**src/rtl/core/hvl_pkg.sv**
```systemverilog
package hvl_pkg;

  // fixed field widths
  localparam int XY_BITS    = 16;
  localparam int RADDR_BITS = 10;
  localparam int CLIP_BITS  = 12;
  localparam int CFG_BITS   = 12;
  localparam int IDX_BITS   = 3;

  // configuration register indexes
  localparam logic [IDX_BITS-1:0] CFG_DRAW_COLOR = 3'd0;
  localparam logic [IDX_BITS-1:0] CFG_WIDTH      = 3'd1;
  localparam logic [IDX_BITS-1:0] CFG_HEIGHT     = 3'd2;
  localparam logic [IDX_BITS-1:0] CFG_STRIDE     = 3'd3;
  localparam logic [IDX_BITS-1:0] CFG_TILE_ROW   = 3'd4;

  // configuration reset values
  localparam logic        RST_DRAW_COLOR = 1'b1;
  localparam logic [11:0] RST_WIDTH      = 12'd128;
  localparam logic [6:0]  RST_HEIGHT     = 7'd8;
  localparam logic [7:0]  RST_STRIDE     = 8'd16;
  localparam logic [7:0]  RST_TILE_ROW   = 8'd0;

  typedef struct packed {
    logic        color;
    logic [11:0] width;
    logic [6:0]  height;
    logic [7:0]  stride;
    logic [7:0]  tile_row;
  } cfg_t;

  // classified request handed from front to back
  typedef struct packed {
    logic                  is_read;
    logic [RADDR_BITS-1:0] raddr;
    logic                  vert;
    logic [CLIP_BITS-1:0]  start;
    logic [CLIP_BITS-1:0]  fixc;
    logic [CLIP_BITS-1:0]  count;
  } cmd_t;

endpackage

```
**src/rtl/core/hvl_cmd_queue.sv**
```systemverilog
module hvl_cmd_queue (
  input  logic          clk,
  input  logic          rst_n,
  input  logic          push,
  input  hvl_pkg::cmd_t push_cmd,
  output logic          not_full,
  input  logic          pop,
  output logic          head_valid,
  output hvl_pkg::cmd_t head_cmd
);
  import hvl_pkg::*;

  cmd_t       slot_r [2];
  logic       wr_ptr_r, rd_ptr_r;
  logic [1:0] fill_r;

  assign not_full   = (fill_r != 2'd2);
  assign head_valid = (fill_r != 2'd0);
  assign head_cmd   = slot_r[rd_ptr_r];

  always_ff @(posedge clk) begin
    if (!rst_n) begin
      wr_ptr_r <= 1'b0;
      rd_ptr_r <= 1'b0;
      fill_r   <= 2'd0;
    end else begin
      if (push) wr_ptr_r <= ~wr_ptr_r;
      if (pop)  rd_ptr_r <= ~rd_ptr_r;
      case ({push, pop})
        2'b10:   fill_r <= fill_r + 2'd1;
        2'b01:   fill_r <= fill_r - 2'd1;
        default: fill_r <= fill_r;
      endcase
    end
  end

  always_ff @(posedge clk) begin
    if (push) slot_r[wr_ptr_r] <= push_cmd;
  end

endmodule

```
**config.mk**
```make
export PLATFORM = sky130hd
export DESIGN_NAME = hvl_cmd_queue
export DESIGN_NICKNAME = d
export VERILOG_FILES = /design/src/rtl/core/hvl_pkg.sv /design/src/rtl/core/hvl_cmd_queue.sv
export SDC_FILE = /design/constraint.sdc
export NUM_CORES = 1
export LEC_CHECK = 0
export BUFFER_PORTS_ARGS = -buffer_cell sky130_fd_sc_hd__buf_2
export CAP_MARGIN = 40
export CORE_UTILIZATION = 51
export CTS_CLUSTER_DIAMETER = 100
export DETAILED_ROUTE_END_ITERATION = 8
export PLACE_DENSITY = 0.86
export SLEW_MARGIN = 20
export SYNTH_ARGS = -nofsm -noshare
export SYNTH_HDL_FRONTEND = slang
export SYNTH_SLANG_ARGS = --single-unit
```
**constraint.sdc**
```tcl
create_clock -name clk -period 3.5 [get_ports clk]
set_input_delay 0.175 -clock clk [delete_from_list [all_inputs] [get_ports clk]]
set_output_delay 0.175 -clock clk [all_outputs]
set_load 0.005 [all_outputs]
```
## Yosys cells after proc, flatten, opt, wreduce, memory -nomap -nowiden

Memory sizes are Yosys's and may differ from the RTL's. A register that Yosys moved wholly into a read port is not among the register bits.
Cells that the tools add are included.

- Memories: 1
- RAM bits: 96
- Logic and storage cells: 18
- Register bits: 4

Memory list:

| memory | depth | bits a word | rd ports | clocked after memory_dff | wr ports | line | source |
|---|---|---|---|---|---|---|---|
| slot_r | 2 | 48 | 1 | 1 | 1 | hvl_cmd_queue.sv:13 | `cmd_t slot_r [2];` |

- Bitwise operators: 2
- Reduce and logical (&&, ||, !) cells: 2
- Multiplexer cells: 5
- Equal/unequal tests: 3
- Add/subtract/negate cells: 2

Operators by type and width:

| kind | count |
|---|---|
| two-way mux 1 bit | 4 |
| one-hot mux 2 bit (2 select lines) | 1 |
| nonzero test 2 bit | 2 |
| adder 2 x 1 -> 2 bit (second input constant) | 1 |
| equality test 2 x 1 -> 1 bit (second input constant) | 1 |
| equality test 2 bit (second input constant) | 1 |
| != test 2 bit (second input constant) | 1 |
| NOT 1 bit | 2 |
| subtractor 2 x 1 -> 2 bit (second input constant) | 1 |

## Depth between registers and ports, before layout

Gate-level depths: netlist (run 1).

- Depth in word-level cells: 3
- Gate-level depth with buffers: 5

## Worst setup path before layout (run 1)

Ideal clock, no wire load.

- Kind: flip-flop to flip-flop
- From: register wr_ptr_r
- To: memory slot_r[0][0] in the netlist's numbering, enable pin
- Library setup time: 0.456 ns
- Path buffers: 0
- Cell stages (with the launch flop): 2
- Setup slack: 0.690 ns
- Arrival: 2.353 ns
- Data required time: 3.044 ns
- Path through: dfxtp_1 -> nor2_1

RTL lines:

| what | line | source |
|---|---|---|
| start, declared | hvl_cmd_queue.sv:14 | `logic wr_ptr_r, rd_ptr_r;` |
| start signal, assigned | hvl_cmd_queue.sv:27 | `if (push) wr_ptr_r <= ~wr_ptr_r;` |
| end, declared | hvl_cmd_queue.sv:13 |  |

Straight into the memory's write port.

==> results of run 1 <==
critical path: stages (launching register included):
cell,delay [ns]
dfxtp_4,0.79
mux2_1,0.41
buf_2,0.15
layout by cell type (no fill, tap or decap), types with 2 or more instances in the layout:
cell and count:
buf_2 101, edfxtp_1 96, mux2_1 48, dlygate4sd3_1 36
clkbuf_8 9, dfxtp_1 4, and2_1 3, xnor2_1 2
clkinv_1 2, clkinv_2 2, bufinv_16 2
cells in the mapped netlist, types with 2 or more instances:
cell and instances:
buf_2 3, xnor2_1 2, and2_1 4, mux2_1 48, dfxtp_1 5, edfxtp_1 96
buf_6 2
area by class of cell:
cell class / count / share of cell area
clock buffer: 10 / 0.02619
clock inverter: 6 / 0.01592
inverter: 1 / 0.0007704
multi-input combinational: 64 / 0.1361
sequential: 101 / 0.6130
tap: 96 / 0.02465
timing repair buffer: 139 / 0.1834
cells by family (layout without fill, tap and decap cells):
group                    Yosys count  in the layout  synth area share
XOR/XNOR                           3              3          0.007147
buffers and inverters              6            156           0.01123
multiplexers                      48             48            0.1470
adder cells (fa/ha/maj)            1              1          0.003402
AO/OA/AOI/OAI                      3              3          0.005444
AND/OR/NAND/NOR                    9              9           0.01463
flip-flops                       101            101            0.8112
how the worst min path moves through the flow:
stage	startpoint	to	slack, ns	depth (start not counted)
after floorplan	push_cmd[0]	slot_r[0][0]	0.27	0
after global placement	push_cmd[5]	slot_r[0][5]	0.36	1
after detailed placement	push_cmd[23]	slot_r[1][23]	0.37	1
after CTS	push_cmd[4]	slot_r[0][4]	0.0004	1
after global routing	push_cmd[47]	slot_r[0][47]	0.0001	1
final	push_cmd[40]	slot_r[0][40]	0.02	1
timing repair:
action / 4_1_cts / 5_1_grt
hold buffers: 32 / 4
buffers inserted: 0 / 0
endpoints found under the hold margin: 61 / 7
layer usage:
layer,GRT usage,wire [um]
met4,0.09394,161
met2,0.3429,3602
met3,0.04550,326
met5,0,0
met1,0.1872,2546
state kept, by name, indices dropped and copies added (netlist names), named ones only:
signal / flops
slot_r: 96
fill_r: 2
rd_ptr_r: 1
wr_ptr_r: 1
power by group:
group	internal, mW	switching, mW	leakage [nW]
sequential	1.39	0.0377	0.943
clock	0.396	0.363	0.105
combinational	0.141	0.102	0.803
total	1.93	0.503	1.85
per-stage QoR:
| step | area (um2) | setup slack, ns | hold slack, ns | util |
|---|---|---|---|---|
| final | 4872 | 1.615 | 0.01791 | 0.7093 |
| after global routing | 4872 | 1.522 | 0.0001130 | 0.7093 |
| after CTS | 4832 | 1.594 | 0.0003709 | 0.7035 |
| after detailed placement | 4307 | 2.001 | 0.3660 | 0.6270 |
| after global placement | 4283 | 1.636 | 0.3625 | 0.6235 |
| after floorplan | 3677 | 0.6905 | 0.2739 | - |
==> results.md, run 1 <==
* Ranking of synthesized cells by area: edfxtp_1, mux2_1, dfxtp_1
* Layout cells sized above 1 at 0.3707
* Cell area after synthesis at between 3000 and 4000 um2
* FF+latch area at 2987 um2
* Crit-path max FO at between 40 and 50
* Status: complete, no violations
* Starting Density at 0.5353
* TritonCTS clock tree: done
* R2R Path Start: wr_ptr_r
* Vias per cell at roughly 4.9
* Cell variety after synth at 18
* # diodes at 0
* Worst vdd ir at 376.2 uV
* Avg WL per Cell at approximately 16 um
* Post-Route Setup TNS at 0 ns
* Worst-path clk slew at 0.09 ns
* CTS root buffer: clkbuf_8
* GR Util All Layers at 0.1829
* Fin crit share at 0.5386
* Finished Layout Cells at between 400 and 500
* CTS HTree Levels at 3
* GP Congestion at 0.6536
* Synth warnings at 0
* Die ar. at about 7600 um2
* TritonRoute pass-1 iters at 4
* Share of the synthesized area in the top cell type at 0.7839
* Core ar. at 6869 um2
* Die H at around 87 um
* Seq/Total Area, Yosys at 0.8112
* Pwr/cell area at around 500 nW/um2
* Power Total at 2.432 mW
* First DRT Iteration DRCs at 85
* CP Launch Type: flop
* I/O Pins at roughly 100
* R2r worst-path depth at 3
* Post-Syn Instances at 171
* Sink Count at approximately 100
* Detailed placement HPWL at 3794 um
* Final Net Count at 369
* Synth Flop Type: edfxtp_1
* Die Wd at between 80 and 90 um
* Initial antenna violation count at 0
* Tmin final at roughly 1.9 ns
* CTS resizes at 0
* EDFF count, synth at 96
* CTS buffer count at 9
* Row count at 30
* Leakage power at approximately 1.9 nW
* Longest Clk Path Bufs at 2
* Fill cells at between 400 and 500
* Largest net degree at the start of global routing at ~50
* Via Count at around 2,000
* Ys async rst share at 0
* Worst Skew at slightly above 0.009 ns
* WL final at around 6600 um
* Crit Path Class: reg -> out
* Count of pins over their slew limit at 0
* Post-synth top area cell: edfxtp_1
* First-pass GRT wire length at between 9000 and 10,000 um
* Critical Path RT at ~3.3 ns
* Placed Cells at between 300 and 400
* Unrepaired setup endpoints after global routing: no
* Hold Crit Class: in -> reg
* Vias in the first global route at ~2,200
* Global route overflow at 0
* Antenna viol nets, final at 0
* CP arrival at about 1.7 ns
* Max Clk Rate at 0.5305 GHz
* Relative slew slack at 0.5461
* Max Cap Viol at 0
* Area growth syn-to-layout at 32.49%
* Internal reg-to-reg setup slack at a little over 2 ns
* Crit path capture: head_cmd[6]
* Port bufs at between 100 and 150
* Clock Latency Late Sink at about 0.35 ns
* Critical path endpoint category: output port
* Post-route DRC at 0
* Synth Register Bits at between 100 and 150
* Post-Syn Area per Cell at 21.50 um2
* Worst-Margin Slew at 0.6808 ns
* Syn Nets at between 200 and 250
* Area occupied by multi-input gates at 663.1 um2
* Critical R2R Capture: slot_r[0][36]
* Endpoints failing setup at 0
* Final Hold Viols at 0
No activity file was read; power rests on OpenSTA's default activity.
==> run 2, diff against run 1 <==
Settings changed: CORE_UTILIZATION 51 to 46, PLACE_DENSITY 0.86 to 0.82.
Clock period 3.5 ns to 1.62 ns, I/O delays scaled along.
==> results.md, run 2 (synthesis results as in run 1) <==
* Status: complete, no violations
* Final Net Count at 386 (+4.6%)
* Crit-path max FO at 35 (-27%)
* Unrepaired setup endpoints after global routing: no
* CP arrival at 1.45 ns (-0.26 ns)
* Die ar. at 8356 um2 (+11%)
* Via Count at 2,056 (+0.69%)
* Avg WL per Cell at 14.33 um (-10%)
* Largest register by flop count: slot_r
* # diodes at 0 (unchanged)
* Worst vdd ir at 623.4 uV (+66%)
* Critical path endpoint category: output port
* Top flop regs: slot_r: 96 flops, fill_r: 2 flops
* Global route overflow at 0 (unchanged)
* Worst hold path startpoint: push
* Antenna viol nets, final at 0 (unchanged)
* Die H at 91.41 um (+5.2%)
* Port bufs at 101 (unchanged)
* Core ar. at 7727 um2 (+12%)
* Hold Crit Class: in -> reg
* # Post-CTS Setup Buffers at 0 (unchanged)
* GP Congestion at 0.6312 (-3.4%)
* Max Cap Viol at 0 (unchanged)
* Critical Path RT at 1.54 ns (-1.78 ns)
* First-pass GRT wire length at 9639 um (-1.6%)
* Sink Count at 101 (unchanged)
* WL final at 6304 um (-5.0%)
* Final Hold Viols at 0 (unchanged)
* DP Worst Slack at 0.4271 ns (-1.574 ns)
* Initial antenna violation count at 0 (unchanged)
* Vias per cell at 4.673 (-4.6%)
* Area growth syn-to-layout at 36.54%
* Placed Instance Area at 4340 um2 (+0.78%)
* Hold buffer count at cts at 49 (+53%)
* Endpoints failing setup at 0 (unchanged)
* Max Clk Rate at approximately 0.65 GHz
* Commonest non-fill, non-tap cell in the layout: buf_2
* Pwr/cell area at 1021 nW/um2 (+100%)
* Die Wd at 91.41 um (+5.2%)
* R2r worst-path depth at 2 (-1)
* Largest register FFs at 96 (unchanged)
* Post-Route Setup TNS at 0 ns (unchanged)
* Count of pins over their slew limit at 0 (unchanged)
* Post-layout util at 0.6498 (-0.05952)
* GR Util All Layers at 0.1554 (-0.02759)
* Starting Density at 0.4759 (-0.05946)
* TritonCTS clock tree: done
* Post-route DRC at 0 (unchanged)
* CTS buffer count at 9 (unchanged)
* Relative slew slack at 0.7715 (+0.2254)
* Longest Clk Path Bufs at 2 (unchanged)
* Layout cells sized above 1 at 0.3728 (+0.002065)
* CTS HTree Levels at 3 (unchanged)
* Row count at 32 (+6.7%)
* CP Launch Type: flop
* Worst-path clk slew at 0.10 ns (about the same)
* WHS Path Cells at 3 (+2)
* Worst-Margin Slew at 0.3427 ns (-0.3381 ns)
* Most frequent cells in the layout: buf_2, edfxtp_1, dlygate4sd3_1
* Crit Path Class: reg -> out
* Largest net degree at the start of global routing at 36 (-27%)
* Clock Latency Late Sink at 0.35 ns (about the same)
* Worst Skew at 0.006466 ns (-0.002763 ns)
* First DRT Iteration DRCs at 35 (-59%)
* Detailed placement HPWL at 3831 um (+0.97%)
* CTS resizes at 0 (unchanged)
* Fin crit share at 0.9433
* Final Cell Area at 5021 um2 (+3.1%)
* Tmin final at around 1.5 ns
* R2R Path Start: wr_ptr_r
* CTS root buffer: clkbuf_8
* Vias in the first global route at 2,130 (-2.2%)
* I/O Pins at 102 (unchanged)
* TritonRoute pass-1 iters at 4 (unchanged)
* Worst Setup Slack, final at 0.09188 ns (-1.523 ns)
* Fill cells at 543 (+25%)
* Power Total at 5.127 mW (+110%)
* Leakage power at 1.912 nW (+3.3%)
run 2: cell types whose count changed in the layout (fill, tap and decap cells not counted), sizes merged:
cell         change
dlygate4sd3     +13
clkinvlp         +2
inv              +4
buf              +4
clkbuf           -1
clkinv           -3
bufinv           -2
run 2: worst paths after layout:
kind	endpoint	slack [ns]
worst max-delay path	head_cmd[35]	0.09
worst min-delay path	wr_ptr_r	0.05
worst max register to register	slot_r[1][15]	0.43
worst min register to register	fill_r[1]	0.56
run 2: final cells by class:
type,count,area [um2],share of cell area
Sequential cell,101,2984,0.5943
Inverter,1,3.754,0.0007476
Timing Repair Buffer,156,1054,0.2098
Multi-Input combinational cell,64,661.9,0.1318
Tap cell,102,127.6,0.02542
Clock buffer,9,123.9,0.02467
Clock inverter,7,66.31,0.01321
run 2: critical path: stages (launching register included):
cell and delay [ns]:
dfxtp_2 0.36, buf_12 0.21, mux2_1 0.36, buf_2 0.13
run 2: metal layers:
metal	up-vias	global-route usage	share of wire
met4	0	0.07407	0.024
met5	-	0	0
met2	73	0.2851	0.52
met3	16	0.03853	0.049
met1	974	0.1657	0.41
li1	993	-	-
run 2: stage by stage:
stage / std cells / hold WS [ns]
finish: 440 / 0.05491
floorplan: 171 / 0.1799
CTS: 440 / 0.04110
global placement: 375 / 0.2683
detailed placement: 375 / 0.2717
global route: 440 / 0.05042
run 2: where the power goes:
group	internal [mW]	total (mW)	switching (mW)
clock	0.598	1.48	0.883
sequential	3.01	3.04	0.0368
combinational	0.335	0.602	0.266
total	3.94	5.13	1.19
