[src/rtl/core/hvl_pkg.sv]
package hvl_pkg;

  // fixed field widths
  localparam int XY_BITS    = 16;
  localparam int RADDR_BITS = 10;
  localparam int CLIP_BITS  = 12;
  localparam int CFG_BITS   = 12;
  localparam int IDX_BITS   = 3;

  // configuration register indexes
  localparam logic [IDX_BITS-1:0] CFG_DRAW_COLOR = 3'd0;
  localparam logic [IDX_BITS-1:0] CFG_WIDTH      = 3'd1;
  localparam logic [IDX_BITS-1:0] CFG_HEIGHT     = 3'd2;
  localparam logic [IDX_BITS-1:0] CFG_STRIDE     = 3'd3;
  localparam logic [IDX_BITS-1:0] CFG_TILE_ROW   = 3'd4;

  // configuration reset values
  localparam logic        RST_DRAW_COLOR = 1'b1;
  localparam logic [11:0] RST_WIDTH      = 12'd128;
  localparam logic [6:0]  RST_HEIGHT     = 7'd8;
  localparam logic [7:0]  RST_STRIDE     = 8'd16;
  localparam logic [7:0]  RST_TILE_ROW   = 8'd0;

  typedef struct packed {
    logic        color;
    logic [11:0] width;
    logic [6:0]  height;
    logic [7:0]  stride;
    logic [7:0]  tile_row;
  } cfg_t;

  // classified request handed from front to back
  typedef struct packed {
    logic                  is_read;
    logic [RADDR_BITS-1:0] raddr;
    logic                  vert;
    logic [CLIP_BITS-1:0]  start;
    logic [CLIP_BITS-1:0]  fixc;
    logic [CLIP_BITS-1:0]  count;
  } cmd_t;

endpackage

[src/rtl/core/hvl_front.sv]
module hvl_front #(
  parameter int COORD_BITS = 16
) (
  input  logic                           clk,
  input  logic                           rst_n,
  input  logic                           hold,
  input  hvl_pkg::cfg_t                  cfg,
  input  logic                           in_valid,
  output logic                           in_ready,
  input  logic                           in_mode,
  input  logic [hvl_pkg::XY_BITS-1:0]    in_start_x,
  input  logic [hvl_pkg::XY_BITS-1:0]    in_start_y,
  input  logic [hvl_pkg::XY_BITS-1:0]    in_line_length,
  input  logic [1:0]                     in_direction,
  input  logic [hvl_pkg::RADDR_BITS-1:0] in_read_address,
  input  logic                           q_ready,
  output logic                           q_push,
  output hvl_pkg::cmd_t                  q_cmd
);
  import hvl_pkg::*;

  localparam logic [COORD_BITS-1:0] ONE = COORD_BITS'(1);

  logic                  a_valid_r;
  logic                  a_mode_r;
  logic [RADDR_BITS-1:0] a_raddr_r;
  logic                  a_vert_r;
  logic [COORD_BITS-1:0] a_lo_r;
  logic [COORD_BITS-1:0] a_fix_r;
  logic [COORD_BITS-1:0] a_len_r;

  logic [COORD_BITS-1:0] x_c, y_c, len_c, xs, ys, yr, tile_px;
  logic                  accept;

  // normalise direction and make y relative to the held tile row
  always_comb begin
    x_c     = COORD_BITS'(in_start_x);
    y_c     = COORD_BITS'(in_start_y);
    len_c   = COORD_BITS'(in_line_length);
    tile_px = COORD_BITS'({cfg.tile_row, 3'b000});
    xs      = (in_direction == 2'd2) ? x_c - len_c + ONE : x_c;
    ys      = (in_direction == 2'd3) ? y_c - len_c + ONE : y_c;
    yr      = ys - tile_px;
  end

  assign in_ready = !hold && (!a_valid_r || q_ready);
  assign accept   = in_valid && in_ready;
  assign q_push   = a_valid_r && q_ready;

  always_ff @(posedge clk) begin
    if (!rst_n) begin
      a_valid_r <= 1'b0;
    end else if (accept) begin
      a_valid_r <= 1'b1;
    end else if (q_push) begin
      a_valid_r <= 1'b0;
    end
  end

  always_ff @(posedge clk) begin
    if (accept) begin
      a_mode_r  <= in_mode;
      a_raddr_r <= in_read_address;
      a_vert_r  <= in_direction[0];
      a_lo_r    <= in_direction[0] ? yr : xs;
      a_fix_r   <= in_direction[0] ? xs : yr;
      a_len_r   <= len_c;
    end
  end

  // clip the span against the buffer
  logic [COORD_BITS-1:0] w_c, h_c, lim, olim, end_c, a, b, bc, n;
  logic                  wrapped, lo_in, empty, none;

  always_comb begin
    w_c     = COORD_BITS'(cfg.width);
    h_c     = COORD_BITS'(cfg.height);
    lim     = a_vert_r ? h_c : w_c;
    olim    = a_vert_r ? w_c : h_c;
    end_c   = a_lo_r + a_len_r;
    wrapped = a_lo_r > end_c;
    lo_in   = a_lo_r < lim;
    a       = (wrapped && !lo_in) ? '0 : a_lo_r;
    b       = (wrapped && lo_in) ? lim - ONE : end_c;
    empty   = (a >= lim) || (b == '0);
    bc      = (b > lim) ? lim : b;
    n       = bc - a;
    none    = (a_len_r == '0) || (a_fix_r >= olim) || empty;
    q_cmd.is_read = a_mode_r;
    q_cmd.raddr   = a_raddr_r;
    q_cmd.vert    = a_vert_r;
    q_cmd.start   = CLIP_BITS'(a);
    q_cmd.fixc    = CLIP_BITS'(a_fix_r);
    q_cmd.count   = (none || a_mode_r) ? '0 : CLIP_BITS'(n);
  end

endmodule

[config.mk]
export PLATFORM = sky130hd
export DESIGN_NAME = hvl_front
export DESIGN_NICKNAME = d
export VERILOG_FILES = /design/src/rtl/core/hvl_pkg.sv /design/src/rtl/core/hvl_front.sv
export SDC_FILE = /design/constraint.sdc
export NUM_CORES = 1
export LEC_CHECK = 0
export BUFFER_PORTS_ARGS = -buffer_cell sky130_fd_sc_hd__clkbuf_2
export CORE_MARGIN = 2
export CORE_UTILIZATION = 23
export CTS_CLUSTER_DIAMETER = 120
export DETAILED_ROUTE_END_ITERATION = 6
export GPL_TIMING_DRIVEN = 0
export PLACE_DENSITY = 0.51
export SYNTH_ARGS = -nofsm -noshare
export SYNTH_HDL_FRONTEND = slang
export SYNTH_SLANG_ARGS = --single-unit
[constraint.sdc]
create_clock -name clk -period 12.3 [get_ports clk]
set_input_delay 2.46 -clock clk [delete_from_list [all_inputs] [get_ports clk]]
set_output_delay 2.46 -clock clk [all_outputs]
set_load 0.01 [all_outputs]
Yosys cells after proc, flatten, opt, wreduce, memory -nomap -nowiden
Index checks and enable logic that the tools add are counted.
{"block": "totals", "reg_bits": 61, "input_bits": 102, "output_inout_bits": 50, "word_cells": 50}
{"block": "op_classes", "n_addsub": 8, "n_lt_le_gt_ge": 5, "eq_ne": 2, "n_mux": 12, "n_reduce_logical": 16}
{"op": "16-bit two-way mux", "count": 6}
{"op": "12-bit two-way mux", "count": 4}
{"op": "16-bit by 1-bit adder with 16-bit output (second input constant)", "count": 2}
{"op": "16-bit by 12-bit greater-or-equal comparator with 1-bit output", "count": 2}
{"op": "16-bit logical NOT", "count": 2}
{"op": "16-bit subtractor", "count": 2}
{"op": "16-bit adder", "count": 1}
{"op": "16-bit by 12-bit > comparator with 1-bit output", "count": 1}
{"op": "16-bit > comparator", "count": 1}
{"op": "16-bit by 12-bit less-than comparator with 1-bit output", "count": 1}
{"op": "16-bit by 11-bit subtractor with 16-bit output", "count": 1}
{"op": "12-bit by 1-bit subtractor with 13-bit output (second input constant)", "count": 1}
{"op": "12-bit subtractor", "count": 1}
{"op": "1-bit logical AND", "count": 5}
{"op": "1-bit logical OR", "count": 5}
{"op": "2-bit == test (second input constant)", "count": 2}
{"op": "1-bit logical NOT", "count": 3}
{"op": "1-bit two-way mux", "count": 2}
{"op": "2-bit nonzero test", "count": 1}

Longest topological paths before layout
Gate-level depths: netlist of the first run.
{"block": "logic_depth", "ltp_word": 10, "mapped_depth": 43, "depth_no_buf": 39}

Least setup slack after synthesis of the first run
Ideal clock, no wire load.
{"block": "synth_timing", "path_kind": "input-to-output", "startpoint": "input port cfg[22] (netlist name)", "endpoint": "output port q_cmd[11] (netlist name)", "arrival_time_ns": 8.323, "required_time_ns": 9.840, "path_slack_ns": 1.517, "cell_stages": 33, "n_path_buf": 4, "cell_sequence": "mux2i_1 > ha_1 > nand4_1 > inv_1 > a21oi_1 > a21oi_1 > a2111oi_2 > nand2_1 > buf_4 > buf_2 > mux2i_1 > ha_1 > a21o_1 > a21o_1 > a21oi_1 > o21a_1 > o21ai_0 > o31ai_1 > buf_2 > nand2_1 > buf_2 > a21oi_1 > ha_1 > nor2b_1 > o21a_1 > o21ai_0 > a2111oi_0 > o31ai_1 > nand2_1 > a21oi_1 > xor2_1 > or3_1 > a21oi_1"}
{"item": "start: declaration", "line": "hvl_front.sv:7", "text": "input hvl_pkg::cfg_t cfg,"}
{"item": "end: declaration", "line": "hvl_front.sv:18", "text": "output hvl_pkg::cmd_t q_cmd"}

==> results of run 1 <==
power by group through the flow:
stage | registers [uW] | clock network, uW | logic [uW]
2_1_floorplan | 259 | 0 | 382
3_3_place_gp | 266 | 0 | 513
3_5_place_dp | 264 | 0 | 523
4_1_cts | 260 | 242 | 527
5_1_grt | 262 | 250 | 604
6_report | 260 | 238 | 528
flip-flops by register name, summed over array words and instances (netlist names):
name,flops
a_lo_r,16
a_raddr_r,10
a_len_r,16
a_vert_r,1
a_fix_r,16
a_valid_r,1
a_mode_r,1
kinds of logic after synthesis:
group / Yosys count / synth area share
XOR/XNOR: 58 / 0.0614
AO/OA/AOI/OAI: 251 / 0.199
flip-flops: 61 / 0.217
adder cells (fa/ha/maj): 161 / 0.244
buffers and inverters: 112 / 0.0590
AND/OR/NAND/NOR: 284 / 0.173
multiplexers: 33 / 0.0465
placed cells by master, fill, tap and decap left out, types with 8 or more instances in the layout:
master	n
ha_1	156
clkbuf_2	142
nand2_1	76
inv_1	75
a21oi_1	74
edfxtp_1	60
o21ai_0	53
nor2_1	46
xnor2_1	32
nor3_1	27
xor2_1	25
nand3_1	24
nor2b_1	23
a21o_1	20
buf_4	18
a211oi_1	17
nand4_1	17
mux2i_1	15
o21a_1	14
nand2b_1	12
nor4_1	12
or3_1	9
clkbuf_16	9
and3_1	8
mux2_2	8
per-layer routing:
metal  part of all wire  vias to the layer above  GRT usage
met5                  0                        -          0
met4              0.014                        0     0.0342
met3              0.030                       18    0.00794
met2               0.47                      148      0.230
met1               0.49                     3508      0.182
li1                   -                     3865          -
cell type report:
class | instances | area, um^2 | share of cell area
Multi-Input combinational cell | 787 | 6130 | 0.611
Sequential cell | 61 | 1820 | 0.182
Clock buffer | 10 | 229 | 0.0228
Timing Repair Buffer | 143 | 731 | 0.0728
Clock inverter | 6 | 53.8 | 0.00536
Buffer | 36 | 210 | 0.0209
Tap cell | 461 | 577 | 0.0575
Inverter | 75 | 282 | 0.0281
tightest hold or removal path, cell delays in order, from the launching register on:
cell and delay, ns:
dfxtp_1 0.30, nor2b_1 0.14, o21a_1 0.17
path summary, 6_finish.rpt:
check                                from         end  slack, ns  cells after the start
worst max register to register  a_valid_r  a_fix_r[0]      10.60                      4
worst min register to register  a_valid_r   a_valid_r       0.66                      2
worst min-delay path            a_valid_r   a_valid_r       0.66                      2
worst max-delay path              cfg[21]   q_cmd[11]       0.62                     35
synth_stat cells, drive strengths merged (5+ instances only):
cell and number:
or2 6, fa 5, edfxtp 60, inv 75, nand2 76, nor4 12
buf 30, a211oi 18, a21oi 76, xnor2 32, nor3 27, and3 8
nor2 46, o21ai 58, xor2 26, clkbuf 7, a2111oi 6, mux2 8
mux2i 22, or3 9, a31oi 6, o21a 14, nor3b 9, a21o 20
nand4 17, ha 156, and2 5, o211ai 7, nand3 24, nand2b 13
nor2b 24
per-stage QoR:
step / setup WS [ns] / instance area (um^2)
floorplan: 1.52 / 8390
global placement: 0.197 / 9680
detailed placement: 0.152 / 9700
CTS: 0.128 / 9990
global route: 0.00165 / 10000
finish: 0.619 / 10000
==> flow_metrics.py, run 1 <==
metrics = {
    "critical_path": {
        "cp_num_buf_inv": 6,
        "cp.arrival_ns": 9.22,
        "path_max_fanout": 10,
        "crit_path_end_kind": "output port",
        "critPathMaxStageDelay_ns": 0.45,
        "critical_path_class": "input port to output port",
        "crit_family": "compound AO/OA/AOI/OAI gates",
        "crit_top_cell": "a21oi_1",
        "cp_slowest_cell": "a2111oi_2",
        "required_ns": 9.84,
        "start_kind": "input port",
    },
    "floorplanning": {
        "die_y_um": 195,
        "start_util": 0.235,
        "rows": 69,
        "design.die.area_mm2": 0.0380,
        "core_mm2": 0.0357,
        "die_w_um": 195,
        "pin_count": 152,
    },
    "sta": {
        "tns_ns": 0,
        "rsz0062_at_grt": "false",
        "tightestPinTransition_ns": 0.746,
        "fmaxAchievable_mhz": 85.6,
        "worst_clock_skew_ns": 0.00281,
        "setup_viol": 0,
        "timing.slew.headroom": 0.498,
        "worst_hold_slack_ns": 0.656,
        "period_share": 0.950,
        "hold_viol": 0,
        "slew_violations": 0,
        "period_minus_slack_ns": 11.68,
    },
    "global_routing": {
        "grtUsageTotal": 0.134,
        "grt_max_degree": 41,
        "grt_pass1_wl_um": 40400,
        "antenna_found_initial": 0,
        "overflow": 0,
        "grt_pass1_vias": 7658,
    },
    "synthesis": {
        "syn-num-nets": 1223,
        "synthArstFlopShare": 0,
        "syn_area_mm2": 0.00839,
        "synth_warnings": 0,
        "syn_inst": 960,
        "synth-edff-count": 60,
        "synth_area_per_cell_um2": 8.74,
        "synth.distinct_cells": 76,
        "synth_top_area_share": 0.233,
        "seq_area_frac_synth": 0.217,
        "ys_seq_elements": 61,
        "synth_top_area_cell": "ha_1",
        "synthTopCellsByArea": "ha_1 (23%), edfxtp_1 (21%), a21oi_1 (4.4%), nand2_1 (3.4%), inv_1 (3.4%)",
        "ys.flop_type": "edfxtp_1",
    },
    "power": {
        "peakVddDrop_mv": 0.0585,
        "p_seq_frac": 0.254,
        "swShare": 0.391,
        "power_uw": 1030,
        "clkPwrFrac": 0.232,
        "power.leakage_uw": 0.00460,
        "powerDensity_mw_per_mm2": 102,
        "p_switching_uw": 401,
        "combPwrFrac": 0.514,
        "p_int_uw": 625,
    },
    "detailed_routing": {
        "drt_iter0_drc": 395,
        "dr_total_vias": 7539,
        "ant_nets": 0,
        "viasPerCell": 4.77,
        "totalWireLength_um": 25300,
        "drc": 0,
        "dr.pass1.iters": 5,
        "wl_per_cell_um": 16.0,
    },
    "clock_tree": {
        "postCtsHoldBufs": 0,
        "clk-insertion-delay-late_ns": 0.32,
        "clockBufferDepth": 2,
        "root_buffer": "clkbuf_16",
        "cts_tree": "done",
        "cts-resized-gates": 0,
        "path_clk_slew_ns": 0.05,
        "numCtsBuffers": 9,
        "htree_levels": 3,
        "cts.sink_count": 61,
        "postCtsSetupBuffers": 0,
    },
    "finish": {
        "antenna_cells": 0,
        "nFillCells": 3918,
        "synthToLayoutAreaGrowth_pct": 19.5,
        "final_cell_count_no_fill": 1579,
        "post_route_cells_drive_above_1_share": 0.200,
        "nets": 1376,
        "finish.utilization": 0.281,
    },
    "placement": {
        "io_buffers": 142,
        "placedCellCount": 1564,
        "routabilityCongestion": 0.858,
        "dp_hpwl_um": 22500,
    },
    "flow_run": {
        "maxCapViolations": 0,
    },
    "hold_path": {
        "hold_path_class": "flip-flop to flip-flop",
    },
    "status": {
        "status": "complete, no violations",
    },
}
No activity file was read; power rests on OpenSTA's default activity.
==> inputs of run 2 (changes only) <==
--- a/config.mk
+++ b/config.mk
@@ -6,12 +6,14 @@
 export NUM_CORES = 1
 export LEC_CHECK = 0
 export BUFFER_PORTS_ARGS = -buffer_cell sky130_fd_sc_hd__clkbuf_2
+export CELL_PAD_IN_SITES_DETAIL_PLACEMENT = 0
+export CELL_PAD_IN_SITES_GLOBAL_PLACEMENT = 1
 export CORE_MARGIN = 2
 export CORE_UTILIZATION = 23
 export CTS_CLUSTER_DIAMETER = 120
 export DETAILED_ROUTE_END_ITERATION = 6
 export GPL_TIMING_DRIVEN = 0
-export PLACE_DENSITY = 0.51
+export PLACE_DENSITY = 0.6
 export SYNTH_ARGS = -nofsm -noshare
 export SYNTH_HDL_FRONTEND = slang
 export SYNTH_SLANG_ARGS = --single-unit
==> run 2 against run 1 <==
Against the previous run: maximum frequency fell by 0.19%; non-clock buffer count did not move; power rose by 4.8%; worst setup slack got worse by 0.023 ns; global-route usage rose by 0.24 points; sequential cell count did not move; utilization rose by 0.21 points; critical path depth did not move; sequential share of layout area fell by 0.13 points; first-iteration DRC count fell by 9.4%; via count fell by 1.4%; largest cell class unchanged.
==> flow_metrics.py, run 2 (synthesis gave the netlist of run 1 again) <==
metrics = {
    "status": {
        "status": "complete, no violations",
    },
    "floorplanning": {
        "design.die.area_mm2": 0.0380,
        "pin_count": 152,
        "rows": 69,
        "die_w_um": 195,
        "start_util": 0.235,
        "core_mm2": 0.0357,
        "die_y_um": 195,
    },
    "clock_tree": {
        "root_buffer": "clkbuf_16",
        "numCtsBuffers": 9,
        "clockBufferDepth": 2,
        "cts.sink_count": 61,
        "htree_levels": 3,
        "cts-resized-gates": 0,
        "clk-insertion-delay-late_ns": 0.33,
        "postCtsHoldBufs": 0,
        "cts_tree": "done",
        "path_clk_slew_ns": 0.06,
        "postCtsSetupBuffers": 0,
    },
    "placement": {
        "place_area_mm2": 0.00970,
        "dp_hpwl_um": 23000,
        "routabilityCongestion": 0.833,
        "io_buffers": 142,
    },
    "global_routing": {
        "antenna_found_initial": 0,
        "grt_pass1_vias": 7671,
        "overflow": 0,
        "grtUsageTotal": 0.136,
        "grt_pass1_wl_um": 41000,
        "grt_max_degree": 41,
    },
    "sta": {
        "worst_clock_skew_ns": 0.0103,
        "tns_ns": 0,
        "setup_viol": 0,
        "period_share": 0.952,
        "timing.slew.headroom": 0.442,
        "fmaxAchievable_mhz": 85.4,
        "tightestPinTransition_ns": 0.829,
        "slew_violations": 0,
        "period_minus_slack_ns": 11.70,
        "hold_viol": 0,
    },
    "critical_path": {
        "critical_path_class": "input port to output port",
        "required_ns": 9.84,
        "start_kind": "input port",
        "crit_path_end_kind": "output port",
        "path_max_fanout": 10,
        "critPathMaxStageDelay_ns": 0.42,
        "cp_slowest_cell": "a2111oi_2",
        "crit_top_cell": "a21oi_1",
        "cp.arrival_ns": 9.24,
    },
    "detailed_routing": {
        "drc": 0,
        "viasPerCell": 4.71,
        "ant_nets": 0,
        "dr_total_vias": 7433,
        "wl_per_cell_um": 16.4,
        "dr.pass1.iters": 5,
        "totalWireLength_um": 25800,
        "drt_iter0_drc": 358,
    },
    "finish": {
        "post_route_cells_drive_above_1_share": 0.202,
        "final_common_cell": "ha_1",
        "nFillCells": 3923,
        "nets": 1376,
        "antenna_cells": 0,
        "postLayoutCellArea_mm2": 0.0101,
        "synthToLayoutAreaGrowth_pct": 20.4,
        "most-common-layout-cells": "ha_1 (156), clkbuf_2 (142), nand2_1 (76)",
        "largest_registers": "a_fix_r (16), a_len_r (16), a_lo_r (16)",
    },
    "power": {
        "power.leakage_uw": 0.00462,
        "peakVddDrop_mv": 0.0464,
        "powerDensity_mw_per_mm2": 106,
    },
    "flow_run": {
        "maxCapViolations": 0,
    },
    "hold_path": {
        "hold_path_class": "flip-flop to flip-flop",
    },
}
run 2: critical path, delay by kind of cell:
family | cells | cell delay (ns)
AOI/OAI and AO/OA | 16 | 3.04
adders and majority gates | 3 | 0.84
muxes | 2 | 0.55
xor gates and xnor gates | 1 | 0.09
and+or+nand+nor | 6 | 1.00
buffers and inverters | 7 | 1.24
run 2: layout make-up:
class / instances / area, um^2 / area share
sequential: 61 / 1820 / 0.180
tap: 461 / 577 / 0.0571
clock buffer: 10 / 229 / 0.0226
multi-input combinational: 787 / 6140 / 0.608
inverter: 75 / 282 / 0.0278
buffer: 36 / 215 / 0.0213
clock inverter: 6 / 111 / 0.0110
timing repair buffer: 143 / 731 / 0.0723
run 2: worst paths after layout:
check             cells after the start         end       from  slack [ns]
setup reg to reg                      4  a_len_r[4]  a_valid_r       10.59
setup / recovery                     35   q_cmd[11]    cfg[29]        0.60
hold reg to reg                       2   a_valid_r  a_valid_r        0.65
hold / removal                        2   a_valid_r  a_valid_r        0.65
run 2: power breakdown:
| group | leakage, uW | switching, uW | internal [uW] |
|---|---|---|---|
| clock | 0.000163 | 87.6 | 198 |
| sequential | 0.000570 | 12.9 | 248 |
| combinational | 0.00389 | 306 | 224 |
run 2: stage by stage:
stage	setup WS (ns)	instances	power, uW	hold slack, ns	util
global route	-0.0130	1579	1160	0.666	0.283
detailed placement	0.177	1564	792	0.634	0.271
global placement	0.0907	1563	786	0.613	0.271
CTS	0.139	1580	1080	0.648	0.281
finish	0.596	1579	1070	0.649	0.283
floorplan	1.52	960	641	0.593	-
run 2: layer usage:
| metal | part of all wire | vias up | wire length (um) | GRT usage |
|---|---|---|---|---|
| met5 | 0 | - | 0 | 0 |
| met2 | 0.49 | 112 | 12600 | 0.245 |
| met1 | 0.48 | 3448 | 12300 | 0.180 |
| met4 | 0.0080 | 0 | 208 | 0.0254 |
| met3 | 0.028 | 12 | 711 | 0.00777 |
| li1 | - | 3861 | - | - |
